==> config.mk <==
export PLATFORM = sky130hd
export DESIGN_NAME = multi_server_queue_wait_unit
export DESIGN_NICKNAME = d
export VERILOG_FILES = /design/src/hw/rtl/msqw_pkg.sv /design/src/hw/rtl/msqw_sat_add.sv /design/src/hw/rtl/multi_server_queue_wait_unit.sv
export SDC_FILE = /design/constraint.sdc
export NUM_CORES = 1
export LEC_CHECK = 0
export ABC_AREA = 1
export BUFFER_PORTS_ARGS = -buffer_cell sky130_fd_sc_hd__buf_2
export CORE_ASPECT_RATIO = 1.25
export CORE_MARGIN = 2
export CORE_UTILIZATION = 58
export CTS_BUF_LIST = sky130_fd_sc_hd__clkbuf_4 sky130_fd_sc_hd__clkbuf_8
export DETAILED_ROUTE_END_ITERATION = 16
export HOLD_SLACK_MARGIN = 0.02
export PLACE_DENSITY = 0.78
export SETUP_SLACK_MARGIN = 0.15
export SYNTH_ARGS = -nofsm -noshare
export SYNTH_HDL_FRONTEND = slang
export SYNTH_HIERARCHICAL = 1
export SYNTH_SLANG_ARGS = --single-unit
==> constraint.sdc <==
create_clock -name clk -period 5.15 [get_ports clk]
set_input_delay 0.7725 -clock clk [delete_from_list [all_inputs] [get_ports clk]]
set_output_delay 0.7725 -clock clk [all_outputs]
set_load 0.1 [all_outputs]
==> src/hw/rtl/msqw_pkg.sv <==
// shared types and constants of the multi-server queue wait unit
// no dependencies
`default_nettype none

package msqw_pkg;

    localparam int MAX_SERVERS_DEF = 16;
    localparam int CFG_W           = 5;
    localparam int ARRIVAL_W       = 20;
    localparam int DURATION_W      = 16;
    localparam int TIME_W          = 32;
    localparam int IN_DATA_W       = 40;
    localparam int OUT_DATA_W      = 96;

    typedef enum logic [2:0]
    {
        ST_IDLE,
        ST_SCAN,
        ST_DECIDE,
        ST_FINISH,
        ST_DONE
    } msqw_state_t;

endpackage

`default_nettype wire

==> src/hw/rtl/msqw_sat_add.sv <==
// 32-bit unsigned adder that saturates at all ones
// depends on msqw_pkg
`default_nettype none

module msqw_sat_add
(
    input  wire logic [msqw_pkg::TIME_W-1:0] a,
    input  wire logic [msqw_pkg::TIME_W-1:0] b,
    output logic      [msqw_pkg::TIME_W-1:0] sum
);
    import msqw_pkg::*;

    logic [TIME_W:0] raw;

    assign raw = {1'b0, a} + {1'b0, b};
    // carry out means the true sum does not fit
    assign sum = raw[TIME_W] ? {TIME_W{1'b1}} : raw[TIME_W-1:0];

endmodule

`default_nettype wire

==> src/hw/rtl/multi_server_queue_wait_unit.sv <==
// multi-server first-come queue: per job wait, start time and running wait total
// depends on msqw_pkg and msqw_sat_add
// free server: accept, ST_FINISH, ST_DONE; all servers busy (busy = busy server count,
//   at most MAX_SERVERS): ST_SCAN, one finish time per cycle, ST_DECIDE, ST_FINISH, ST_DONE
// jobs do not overlap: a new one is taken only in ST_IDLE, after ST_DONE has moved the
//   last result into a free output register, so an unread result holds off the next job
// reset: server_count returns to 1, no busy servers, wait total zero, no result
//   pending; the finish-time memory is not cleared (only written entries are read)
`default_nettype none

module multi_server_queue_wait_unit
#(
    parameter int MAX_SERVERS = msqw_pkg::MAX_SERVERS_DEF
)
(
    input  wire logic                              clk,
    input  wire logic                              rst_n,
    // configuration: server_count
    input  wire logic                              cfg_wr_en,
    input  wire logic [msqw_pkg::CFG_W-1:0]        cfg_wr_data,
    // input word
    input  wire logic                              s_tvalid,
    output logic                                   s_tready,
    // [19:0] arrival_time, [35:20] job_duration, [39:36] zero
    input  wire logic [msqw_pkg::IN_DATA_W-1:0]    s_tdata,
    // [0] first_of_run
    input  wire logic                              s_tuser,
    // result word
    output logic                                   m_tvalid,
    input  wire logic                              m_tready,
    // [31:0] job_wait, [63:32] start_time, [95:64] total_wait
    output logic      [msqw_pkg::OUT_DATA_W-1:0]   m_tdata
);
    import msqw_pkg::*;

    localparam int ADDR_W = (MAX_SERVERS > 1) ? $clog2(MAX_SERVERS) : 1;
    localparam int IDX_W  = $clog2(MAX_SERVERS + 1);

    // control state
    msqw_state_t        state_reg,    state_next;
    logic [CFG_W-1:0]   cfg_reg;
    logic [IDX_W-1:0]   busy_reg,     busy_next;
    logic [TIME_W-1:0]  sum_reg,      sum_next;
    logic [IDX_W-1:0]   scan_idx_reg, scan_idx_next;
    logic               data_vld_reg, data_vld_next;
    logic               out_vld_reg,  out_vld_next;

    // job payload
    logic [ARRIVAL_W-1:0]  arrival_reg,  arrival_next;
    logic [DURATION_W-1:0] duration_reg, duration_next;
    logic [TIME_W-1:0]     start_reg,    start_next;
    logic [TIME_W-1:0]     wait_reg,     wait_next;
    logic [ADDR_W-1:0]     wr_idx_reg,   wr_idx_next;
    logic [ADDR_W-1:0]     data_idx_reg, data_idx_next;
    logic [TIME_W-1:0]     best_val_reg, best_val_next;
    logic [ADDR_W-1:0]     best_idx_reg, best_idx_next;

    // output register
    logic [TIME_W-1:0] out_wait_reg,  out_wait_next;
    logic [TIME_W-1:0] out_start_reg, out_start_next;
    logic [TIME_W-1:0] out_total_reg, out_total_next;

    // finish-time memory, one read and one write port
    logic [TIME_W-1:0] finish_mem [MAX_SERVERS];
    logic [TIME_W-1:0] rd_data_reg;
    logic              rd_en;
    logic [ADDR_W-1:0] rd_addr;
    logic              wr_en;
    logic [TIME_W-1:0] wr_data;

    // derived values
    logic [IDX_W-1:0]      servers_eff;
    logic [IDX_W-1:0]      busy_eff;
    logic [TIME_W-1:0]     finish_sum;
    logic [TIME_W-1:0]     total_sum;
    logic [ARRIVAL_W-1:0]  in_arrival;
    logic [DURATION_W-1:0] in_duration;

    assign in_arrival  = s_tdata[ARRIVAL_W-1:0];
    assign in_duration = s_tdata[ARRIVAL_W+DURATION_W-1:ARRIVAL_W];

    // clamp the configured count into 1..MAX_SERVERS
    always_comb
    begin
        priority if (cfg_reg == '0)
        begin
            servers_eff = IDX_W'(1);
        end
        else if (int'(cfg_reg) >= MAX_SERVERS)
        begin
            servers_eff = IDX_W'(MAX_SERVERS);
        end
        else
        begin
            servers_eff = IDX_W'(cfg_reg);
        end
    end

    // a new run starts with no busy server
    assign busy_eff = s_tuser ? '0 : busy_reg;

    // new finish time of the chosen server
    msqw_sat_add u_finish_add
    (
        .a   (start_reg),
        .b   ({{(TIME_W-DURATION_W){1'b0}}, duration_reg}),
        .sum (finish_sum)
    );

    // running wait total
    msqw_sat_add u_total_add
    (
        .a   (sum_reg),
        .b   (wait_reg),
        .sum (total_sum)
    );

    // sequencer
    always_comb
    begin
        state_next     = state_reg;
        busy_next      = busy_reg;
        sum_next       = sum_reg;
        scan_idx_next  = scan_idx_reg;
        data_vld_next  = 1'b0;
        out_vld_next   = out_vld_reg && !m_tready;
        arrival_next   = arrival_reg;
        duration_next  = duration_reg;
        start_next     = start_reg;
        wait_next      = wait_reg;
        wr_idx_next    = wr_idx_reg;
        data_idx_next  = data_idx_reg;
        best_val_next  = best_val_reg;
        best_idx_next  = best_idx_reg;
        out_wait_next  = out_wait_reg;
        out_start_next = out_start_reg;
        out_total_next = out_total_reg;
        s_tready       = 1'b0;
        rd_en          = 1'b0;
        rd_addr        = scan_idx_reg[ADDR_W-1:0];
        wr_en          = 1'b0;
        wr_data        = finish_sum;

        unique case (state_reg)
            ST_IDLE:
            begin
                s_tready = 1'b1;
                if (s_tvalid)
                begin
                    arrival_next  = in_arrival;
                    duration_next = in_duration;
                    busy_next     = busy_eff;
                    if (s_tuser)
                    begin
                        sum_next = '0;
                    end
                    if (busy_eff < servers_eff)
                    begin
                        // free server: start on arrival
                        start_next  = {{(TIME_W-ARRIVAL_W){1'b0}}, in_arrival};
                        wait_next   = '0;
                        wr_idx_next = busy_eff[ADDR_W-1:0];
                        busy_next   = busy_eff + IDX_W'(1);
                        state_next  = ST_FINISH;
                    end
                    else
                    begin
                        scan_idx_next = '0;
                        state_next    = ST_SCAN;
                    end
                end
            end

            ST_SCAN:
            begin
                // read issue, one entry per cycle
                if (scan_idx_reg < busy_reg)
                begin
                    rd_en         = 1'b1;
                    data_idx_next = scan_idx_reg[ADDR_W-1:0];
                    data_vld_next = 1'b1;
                    scan_idx_next = scan_idx_reg + IDX_W'(1);
                end
                // compare the entry read last cycle, lowest index wins ties
                if (data_vld_reg)
                begin
                    if ((data_idx_reg == '0) || (rd_data_reg < best_val_reg))
                    begin
                        best_val_next = rd_data_reg;
                        best_idx_next = data_idx_reg;
                    end
                    if (IDX_W'(data_idx_reg) == (busy_reg - IDX_W'(1)))
                    begin
                        state_next = ST_DECIDE;
                    end
                end
            end

            ST_DECIDE:
            begin
                wr_idx_next = best_idx_reg;
                if ({{(TIME_W-ARRIVAL_W){1'b0}}, arrival_reg} < best_val_reg)
                begin
                    start_next = best_val_reg;
                    wait_next  = best_val_reg - {{(TIME_W-ARRIVAL_W){1'b0}}, arrival_reg};
                end
                else
                begin
                    start_next = {{(TIME_W-ARRIVAL_W){1'b0}}, arrival_reg};
                    wait_next  = '0;
                end
                state_next = ST_FINISH;
            end

            ST_FINISH:
            begin
                wr_en      = 1'b1;
                sum_next   = total_sum;
                state_next = ST_DONE;
            end

            ST_DONE:
            begin
                // hand over once the output register is free
                if (!out_vld_reg || m_tready)
                begin
                    out_vld_next   = 1'b1;
                    out_wait_next  = wait_reg;
                    out_start_next = start_reg;
                    out_total_next = sum_reg;
                    state_next     = ST_IDLE;
                end
            end

            default:
            begin
                state_next = ST_IDLE;
            end
        endcase
    end

    // control registers
    always_ff @(posedge clk or negedge rst_n)
    begin
        if (!rst_n)
        begin
            state_reg    <= ST_IDLE;
            cfg_reg      <= CFG_W'(1);
            busy_reg     <= '0;
            sum_reg      <= '0;
            scan_idx_reg <= '0;
            data_vld_reg <= 1'b0;
            out_vld_reg  <= 1'b0;
        end
        else
        begin
            state_reg    <= state_next;
            busy_reg     <= busy_next;
            sum_reg      <= sum_next;
            scan_idx_reg <= scan_idx_next;
            data_vld_reg <= data_vld_next;
            out_vld_reg  <= out_vld_next;
            if (cfg_wr_en)
            begin
                cfg_reg <= cfg_wr_data;
            end
        end
    end

    // payload registers
    always_ff @(posedge clk)
    begin
        arrival_reg   <= arrival_next;
        duration_reg  <= duration_next;
        start_reg     <= start_next;
        wait_reg      <= wait_next;
        wr_idx_reg    <= wr_idx_next;
        data_idx_reg  <= data_idx_next;
        best_val_reg  <= best_val_next;
        best_idx_reg  <= best_idx_next;
        out_wait_reg  <= out_wait_next;
        out_start_reg <= out_start_next;
        out_total_reg <= out_total_next;
    end

    // finish-time memory
    always_ff @(posedge clk)
    begin
        if (wr_en)
        begin
            finish_mem[wr_idx_reg] <= wr_data;
        end
        if (rd_en)
        begin
            rd_data_reg <= finish_mem[rd_addr];
        end
    end

    assign m_tvalid = out_vld_reg;
    assign m_tdata  = {out_total_reg, out_start_reg, out_wait_reg};

`ifndef SYNTHESIS
    // never more busy servers than exist
    assert property (@(posedge clk) disable iff (!rst_n)
        int'(busy_reg) <= MAX_SERVERS)
    else $error("busy count above server limit");

    // a scan only runs with at least one busy server to look at
    assert property (@(posedge clk) disable iff (!rst_n)
        (state_reg == ST_SCAN) |-> (busy_reg != '0))
    else $error("scan with no busy server");

    // a job never starts before it arrives
    assert property (@(posedge clk) disable iff (!rst_n)
        (state_reg == ST_FINISH) |->
            (start_reg >= {{(TIME_W-ARRIVAL_W){1'b0}}, arrival_reg}))
    else $error("start before arrival");

    // wait matches start minus arrival
    assert property (@(posedge clk) disable iff (!rst_n)
        (state_reg == ST_FINISH) |->
            (wait_reg == (start_reg - {{(TIME_W-ARRIVAL_W){1'b0}}, arrival_reg})))
    else $error("wait inconsistent with start time");
`endif

endmodule

`default_nettype wire

==> out/results.ini, run 1 <==
[synthesis]
netlist_area_sq_mm=0.0395
synthTopCellsByCount=807 x nand2_1, 784 x edfxtp_1, 457 x nor2_1
synth.yosys.warnings=6
synth_compound_area_share_pct=7.41
synth_area_leaders=edfxtp_1 60%, nand2_1 7.7%, nor2_1 4.3%
synth_edf_count=784
synth_top_area_share_pct=59.7
synth_flop_cell=edfxtp_1
yosysSeqAreaShare_pct=63.0
synthXorXnorAreaFrac_pct=1.18
yosys.area_share.simple_pct=17.3
netlist-cell-type-count=51
muxShareOfSynthArea_pct=1.48
netlist_instances=3683
synth-async-reset-ratio_pct=6.22
synth_fa_ha_area_share_pct=4.15
synth_top_family_by_area=simple AND/OR/NAND/NOR gates
synth-seq-cells=836
avgSynthCellArea_sq_um=10.7
synth_largest_area_cell=edfxtp_1
synth.most_common_cell=nand2_1

[global_routing]
grt_max_degree=255
grt.total_usage_pct=29.5
antenna_found_initial=4
gr-total-overflow=0
grt_pass1_vias=27700
grt_pass1_wl_microns=155000

[setup_path]
crit_family=simple AND/OR/NAND/NOR gates
r2r_cells=11
required_ns=5.45
path_cells=ha_1 > fa_1 > nand3_2 > nand3_4 > nand2_2 > nand2_2 > nand2_1 > nand2_2 > a21oi_4 > buf_4 > nand3_1
r2r_start=start_reg[0]
cp_common_cell=nand2_2
crit_slowest_cell=fa_1
slowest_delay_ns=0.52
cp_max_fo=16
crit_arrival_ns=3.77
rrSetupSlack_ns=1.68
cp-endpoint=finish_mem[15][22]
worstPathBufferInverterCount=1
r2r_end=finish_mem[15][22]
crit_start=start_reg[0]
critical_path_class=reg2reg
start_kind=flip-flop
cp_num_cells=11
cp-end-kind=flip-flop

[cells_and_area]
area_growth_pct=10.8
fillCellCount=5123
largest_reg_flops=512
nets=4064
fin_cells=4852
top_register=finish_mem
drive_gt1_share_pct=12.8

[clock_tree]
cts_tree=done
htreeDepth=3
clock_path_buffers=3
hold_buffers=0
clock-sinks=836
postCtsSetupBuffers=0
cts-root-buf=clkbuf_8
clk_pin_slew_ns=0.07
cts_resized=0
cts_buffers=121
clk_latency_ns=0.76

[timing]
tightest_slew_ns=1.18
max_slew_margin_pct=21.2
finalMaxSlewViolations=0
fin_crit_sh_pct=67.3
rsz0062_at_grt=false
fin_tns_setup_ns=0
clock.fmax_mhz=288
post-route-min-period_ns=3.47
clock_skew_ns=0.0267
finalHoldViolCount=0
setup_violations=0

[power_and_ir_drop]
p_sw_share_pct=41.7
combPwrFrac_pct=40.3
peakVddDrop_mv=0.426
power_density_mw_per_mm2=632
power.share.clock_pct=19.3
switchingPower_mw=11.5
p_seq_share_pct=40.5
p_int_mw=16.1
p_leak_nw=17.7

[floorplanning]
rows=106
io_pins=149
die-area_sq_mm=0.0702
core_sq_mm=0.0671
start_util_pct=58.8
fp.dieH_microns=296
die_width_microns=237

[detailed_routing]
viasPerCell=5.80
wl_per_cell_microns=21.3
drc=0
routed_wl_microns=103000
dr.pass1.iters=6
ant_nets=0
drt_iter0_markers=2268
routed-via-count=28100

[hold_path]
hold_class=in2async

[placed_design]
dp_cells=4625
io_buffers=144
routabilityCongestion=1.02
hpwl_microns=70300

[run]
cap_violations=0

[outcome]
status=finished, final reports clean

## per-layer routing
layer / global-route usage [%] / vias to the layer above / part of all wire, %
li1: - / 13100 / -
met1: 33.4 / 13400 / 36
met2: 52.1 / 1195 / 50
met3: 3.96 / 357 / 6.4
met4: 20.6 / 4 / 7.2
met5: 0 / - / 0.029
## cells in the final DEF (no fill, tap or decap), types with 18 or more instances in the layout
master and instances:
nand2_1 807, edfxtp_1 784, nor2_1 439, inv_1 398
nand3_1 224, o21ai_0 151, buf_2 144, ha_1 126
clkbuf_8 124, a21oi_1 74, o32ai_1 74, mux2i_1 54
o221ai_1 54, xor2_1 48, dfrtp_1 48, clkbuf_4 36
buf_4 36, clkinv_1 33, a22o_1 32, inv_2 27
nor3_1 27, nand4_1 25, nand3_2 23, nand2_2 21
clkinv_2 20, nor2_4 18
## final cells by class
type | count | area, sq um | area share, %
antenna | 3 | 7.51 | 0.0172
clock buffer | 160 | 1980 | 4.52
clock inverter | 64 | 462 | 1.06
inverter | 427 | 1610 | 3.68
multi-input combinational | 2314 | 12700 | 29.0
sequential | 836 | 24900 | 56.9
tap | 864 | 1080 | 2.47
timing repair buffer | 184 | 1070 | 2.45
## cell families (layout without fill, tap and decap cells)
logic type,Yosys count,in the layout
xor+xnor,53,53
simple gates,1625,1625
compound gates,433,433
fa+ha+maj,129,129
other cells,1,19
buf+inv,548,835
flops,836,836
mux,58,58
## worst register-to-register path, stage by stage, from the launching register on
cell	delay, ns
edfxtp_1	0.42
ha_1	0.29
fa_1	0.52
nand3_2	0.14
nand3_4	0.11
nand2_2	0.08
nand2_2	0.07
nand2_1	0.08
nand2_2	0.09
a21oi_4	0.42
buf_4	0.31
nand3_1	0.48
## power by group through the flow
| stage | combinational (mW) | sequential [mW] | clock [mW] |
|---|---|---|---|
| 3_5_place_dp | 10.9 | 11.3 | 0 |
| 4_1_cts | 10.9 | 11.2 | 5.39 |
| 6_report | 11.1 | 11.2 | 5.32 |
| 2_1_floorplan | 7.23 | 11.7 | 0 |
| 3_3_place_gp | 10.6 | 11.3 | 0 |
| 5_1_grt | 12.2 | 11.3 | 5.66 |
## per-stage QoR
step                      area (sq um)  setup slack, ns  util, %  power, mW  hold slack (ns)
final                            43700             1.68     65.1       27.6            0.185
after CTS                        43700             1.67     65.1       27.5            0.126
after detailed placement         41300             1.51     61.5       22.1            0.443
after global placement           41300             1.54     61.5       21.9            0.432
after floorplan                  39500            0.734        -       18.9            0.426
after global routing             43700             1.48     65.1       29.1            0.165
## worst min path at each step
| stage | to | slack, ns | cells after the start |
|---|---|---|---|
| final | cfg_reg[4] | 0.19 | 2 |
| after global routing | duration_reg[10] | 0.17 | 1 |
| after CTS | duration_reg[2] | 0.13 | 1 |
| after detailed placement | best_val_reg[6] | 0.44 | 0 |
| after global placement | best_val_reg[0] | 0.43 | 0 |
| after floorplan | best_val_reg[0] | 0.43 | 0 |
Note: power is estimated with default switching activity, not from simulation.
==> run 2: changes to the inputs <==
==> constraint.sdc (replaced) <==
create_clock -name clk -period 2.9 [get_ports clk]
set_input_delay 0.435 -clock clk [delete_from_list [all_inputs] [get_ports clk]]
set_output_delay 0.435 -clock clk [all_outputs]
set_load 0.1 [all_outputs]
==> out/results.ini, run 2 (synthesis gave the netlist of run 1 again) <==
[global_routing]
grt_pass1_wl_microns=158000
antenna_found_initial=4
grt.total_usage_pct=30.4
grt_pass1_vias=28000
gr-total-overflow=0
grt_max_degree=148

[clock_tree]
clock-sinks=836
cts-root-buf=clkbuf_8
clk_latency_ns=0.82
clock_path_buffers=3
cts_buffers=131
clk_pin_slew_ns=0.07
htreeDepth=4
cts_tree=done

[setup_path]
critical_path_class=reg2reg
cp-end-kind=flip-flop
path_cells=ha_4 > fa_2 > nand3_2 > nand3_4 > nand2_2 > nand2_2 > nand2_1 > nand2_2 > a21oi_4 > buf_4 > clkbuf_16 > nand3_4
worstPathBufferInverterCount=2
crit_slowest_cell=edfxtp_1
slowest_delay_ns=0.49
cp_max_fo=16
crit_family=simple AND/OR/NAND/NOR gates
required_ns=3.39
crit_arrival_ns=3.21
start_kind=flip-flop
cp_common_cell=nand2_2

[outcome]
status=finished, final reports clean

[timing]
post-route-min-period_ns=2.72
rsz0062_at_grt=true
tightest_slew_ns=0.881
max_slew_margin_pct=41.2
whs_ns=0.138
finalMaxSlewViolations=0
clock_skew_ns=0.0418
fin_crit_sh_pct=93.8
fin_tns_setup_ns=0
finalHoldViolCount=0
clock.fmax_mhz=368
setup_violations=0

[cells_and_area]
drive_gt1_share_pct=15.2
layout_commonest_cell=nand2_1
mostFrequentLayoutCells=791 x nand2_1, 784 x edfxtp_1, 434 x nor2_1, 398 x inv_1, 224 x nand3_1
fillCellCount=4878
largest_reg_flops=512
nets=4196
top_register=finish_mem
area_growth_pct=15.5

[power_and_ir_drop]
power.share.clock_pct=19.1
p_sw_share_pct=41.8
power_density_mw_per_mm2=1130
combPwrFrac_pct=42.4
finalPower_mw=51.4
p_seq_share_pct=38.5
switchingPower_mw=21.5
peakVddDrop_mv=0.627
p_leak_nw=18.5
p_int_mw=30.0

[floorplanning]
die-area_sq_mm=0.0702
rows=106
start_util_pct=58.8
core_sq_mm=0.0671
io_pins=149
die_width_microns=237
fp.dieH_microns=296

[detailed_routing]
routed_wl_microns=109000
drc=0
drt_iter0_markers=2528
ant_nets=0
routed-via-count=28700
viasPerCell=5.76
dr.pass1.iters=6
wl_per_cell_microns=21.8

[hold_path]
hold_class=in2reg

[placed_design]
hpwl_microns=71200
routabilityCongestion=0.967
io_buffers=144

[run]
cap_violations=0

[run 2: cell count changes in the layout (fill, tap and decap cells not counted), moves of 13 or more]
cell,previous run,this run
buf_12,4,32
buf_4,36,64
clkbuf_8,124,137
dlygate4sd3_1,0,50
nand2_1,807,791
nand3_4,2,15
[run 2: final cells by class]
| type | count | area (sq um) | share of cell area, % |
|---|---|---|---|
| multi-input combinational | 2321 | 13000 | 28.4 |
| tap | 864 | 1080 | 2.37 |
| sequential | 836 | 24900 | 54.5 |
| timing repair buffer | 299 | 2490 | 5.47 |
| clock inverter | 63 | 423 | 0.927 |
| clock buffer | 174 | 2160 | 4.74 |
| antenna | 4 | 10.0 | 0.0220 |
| inverter | 427 | 1610 | 3.53 |
[run 2: through the flow]
stage | cell area [sq um] | worst slack, ns | cells | util [%]
floorplan | 39600 | -0.201 | 3698 | -
global placement | 42000 | 0.143 | 4675 | 62.6
detailed placement | 42000 | 0.0786 | 4675 | 62.6
CTS | 45100 | 0.118 | 4964 | 67.3
global route | 45600 | 0.0966 | 4985 | 67.9
finish | 45600 | 0.181 | 4988 | 67.9
[run 2: tightest hold or removal path: stages]
cell	delay, ns
buf_2	0.16
nand2_1	0.16
nand3_1	0.09
nand2_1	0.06
[run 2: power by group through the flow]
stage | Sequential (mW) | Clock [mW] | Combinational [mW]
2_1_floorplan | 20.6 | 0 | 12.9
3_3_place_gp | 19.9 | 0 | 19.7
3_5_place_dp | 20.0 | 0 | 20.1
4_1_cts | 19.8 | 9.93 | 20.4
5_1_grt | 19.9 | 10.5 | 23.8
6_report | 19.8 | 9.82 | 21.8
[run 2: timing repair]
| item | in CTS | in global routing |
|---|---|---|
| gates cloned | 0 | 11 |
| endpoints found under the hold margin | 115 | 0 |
| resized for setup | 9 | 51 |
| buffers inserted | 2 | 9 |
| hold buffers | 50 | 0 |
| pin swaps | 1 | 12 |
| endpoints found under the setup margin | 441 | 622 |
[run 2: path summary, 6_finish.rpt]
kind | depth (start not counted) | endpoint | from | slack, ns
setup / recovery | 12 | finish_mem[13][18] | start_reg[0] | 0.18
hold / removal | 4 | busy_reg[2] | s_tuser | 0.14
setup reg to reg | 12 | finish_mem[13][18] | start_reg[0] | 0.18
hold reg to reg | 0 | best_val_reg[14] | rd_data_reg[14] | 0.42
max in group asynchronous | 3 | scan_idx_reg[0] | rst_n | 1.97
min in group asynchronous | 3 | sum_reg[3] | rst_n | 0.33
[run 2: per-layer routing]
metal	vias to the layer above	wire, microns	global-route usage [%]
li1	13400	-	-
met1	13700	38100	34.1
met2	1299	56700	55.2
met3	304	8170	5.82
met4	4	5570	15.4
met5	-	23	0
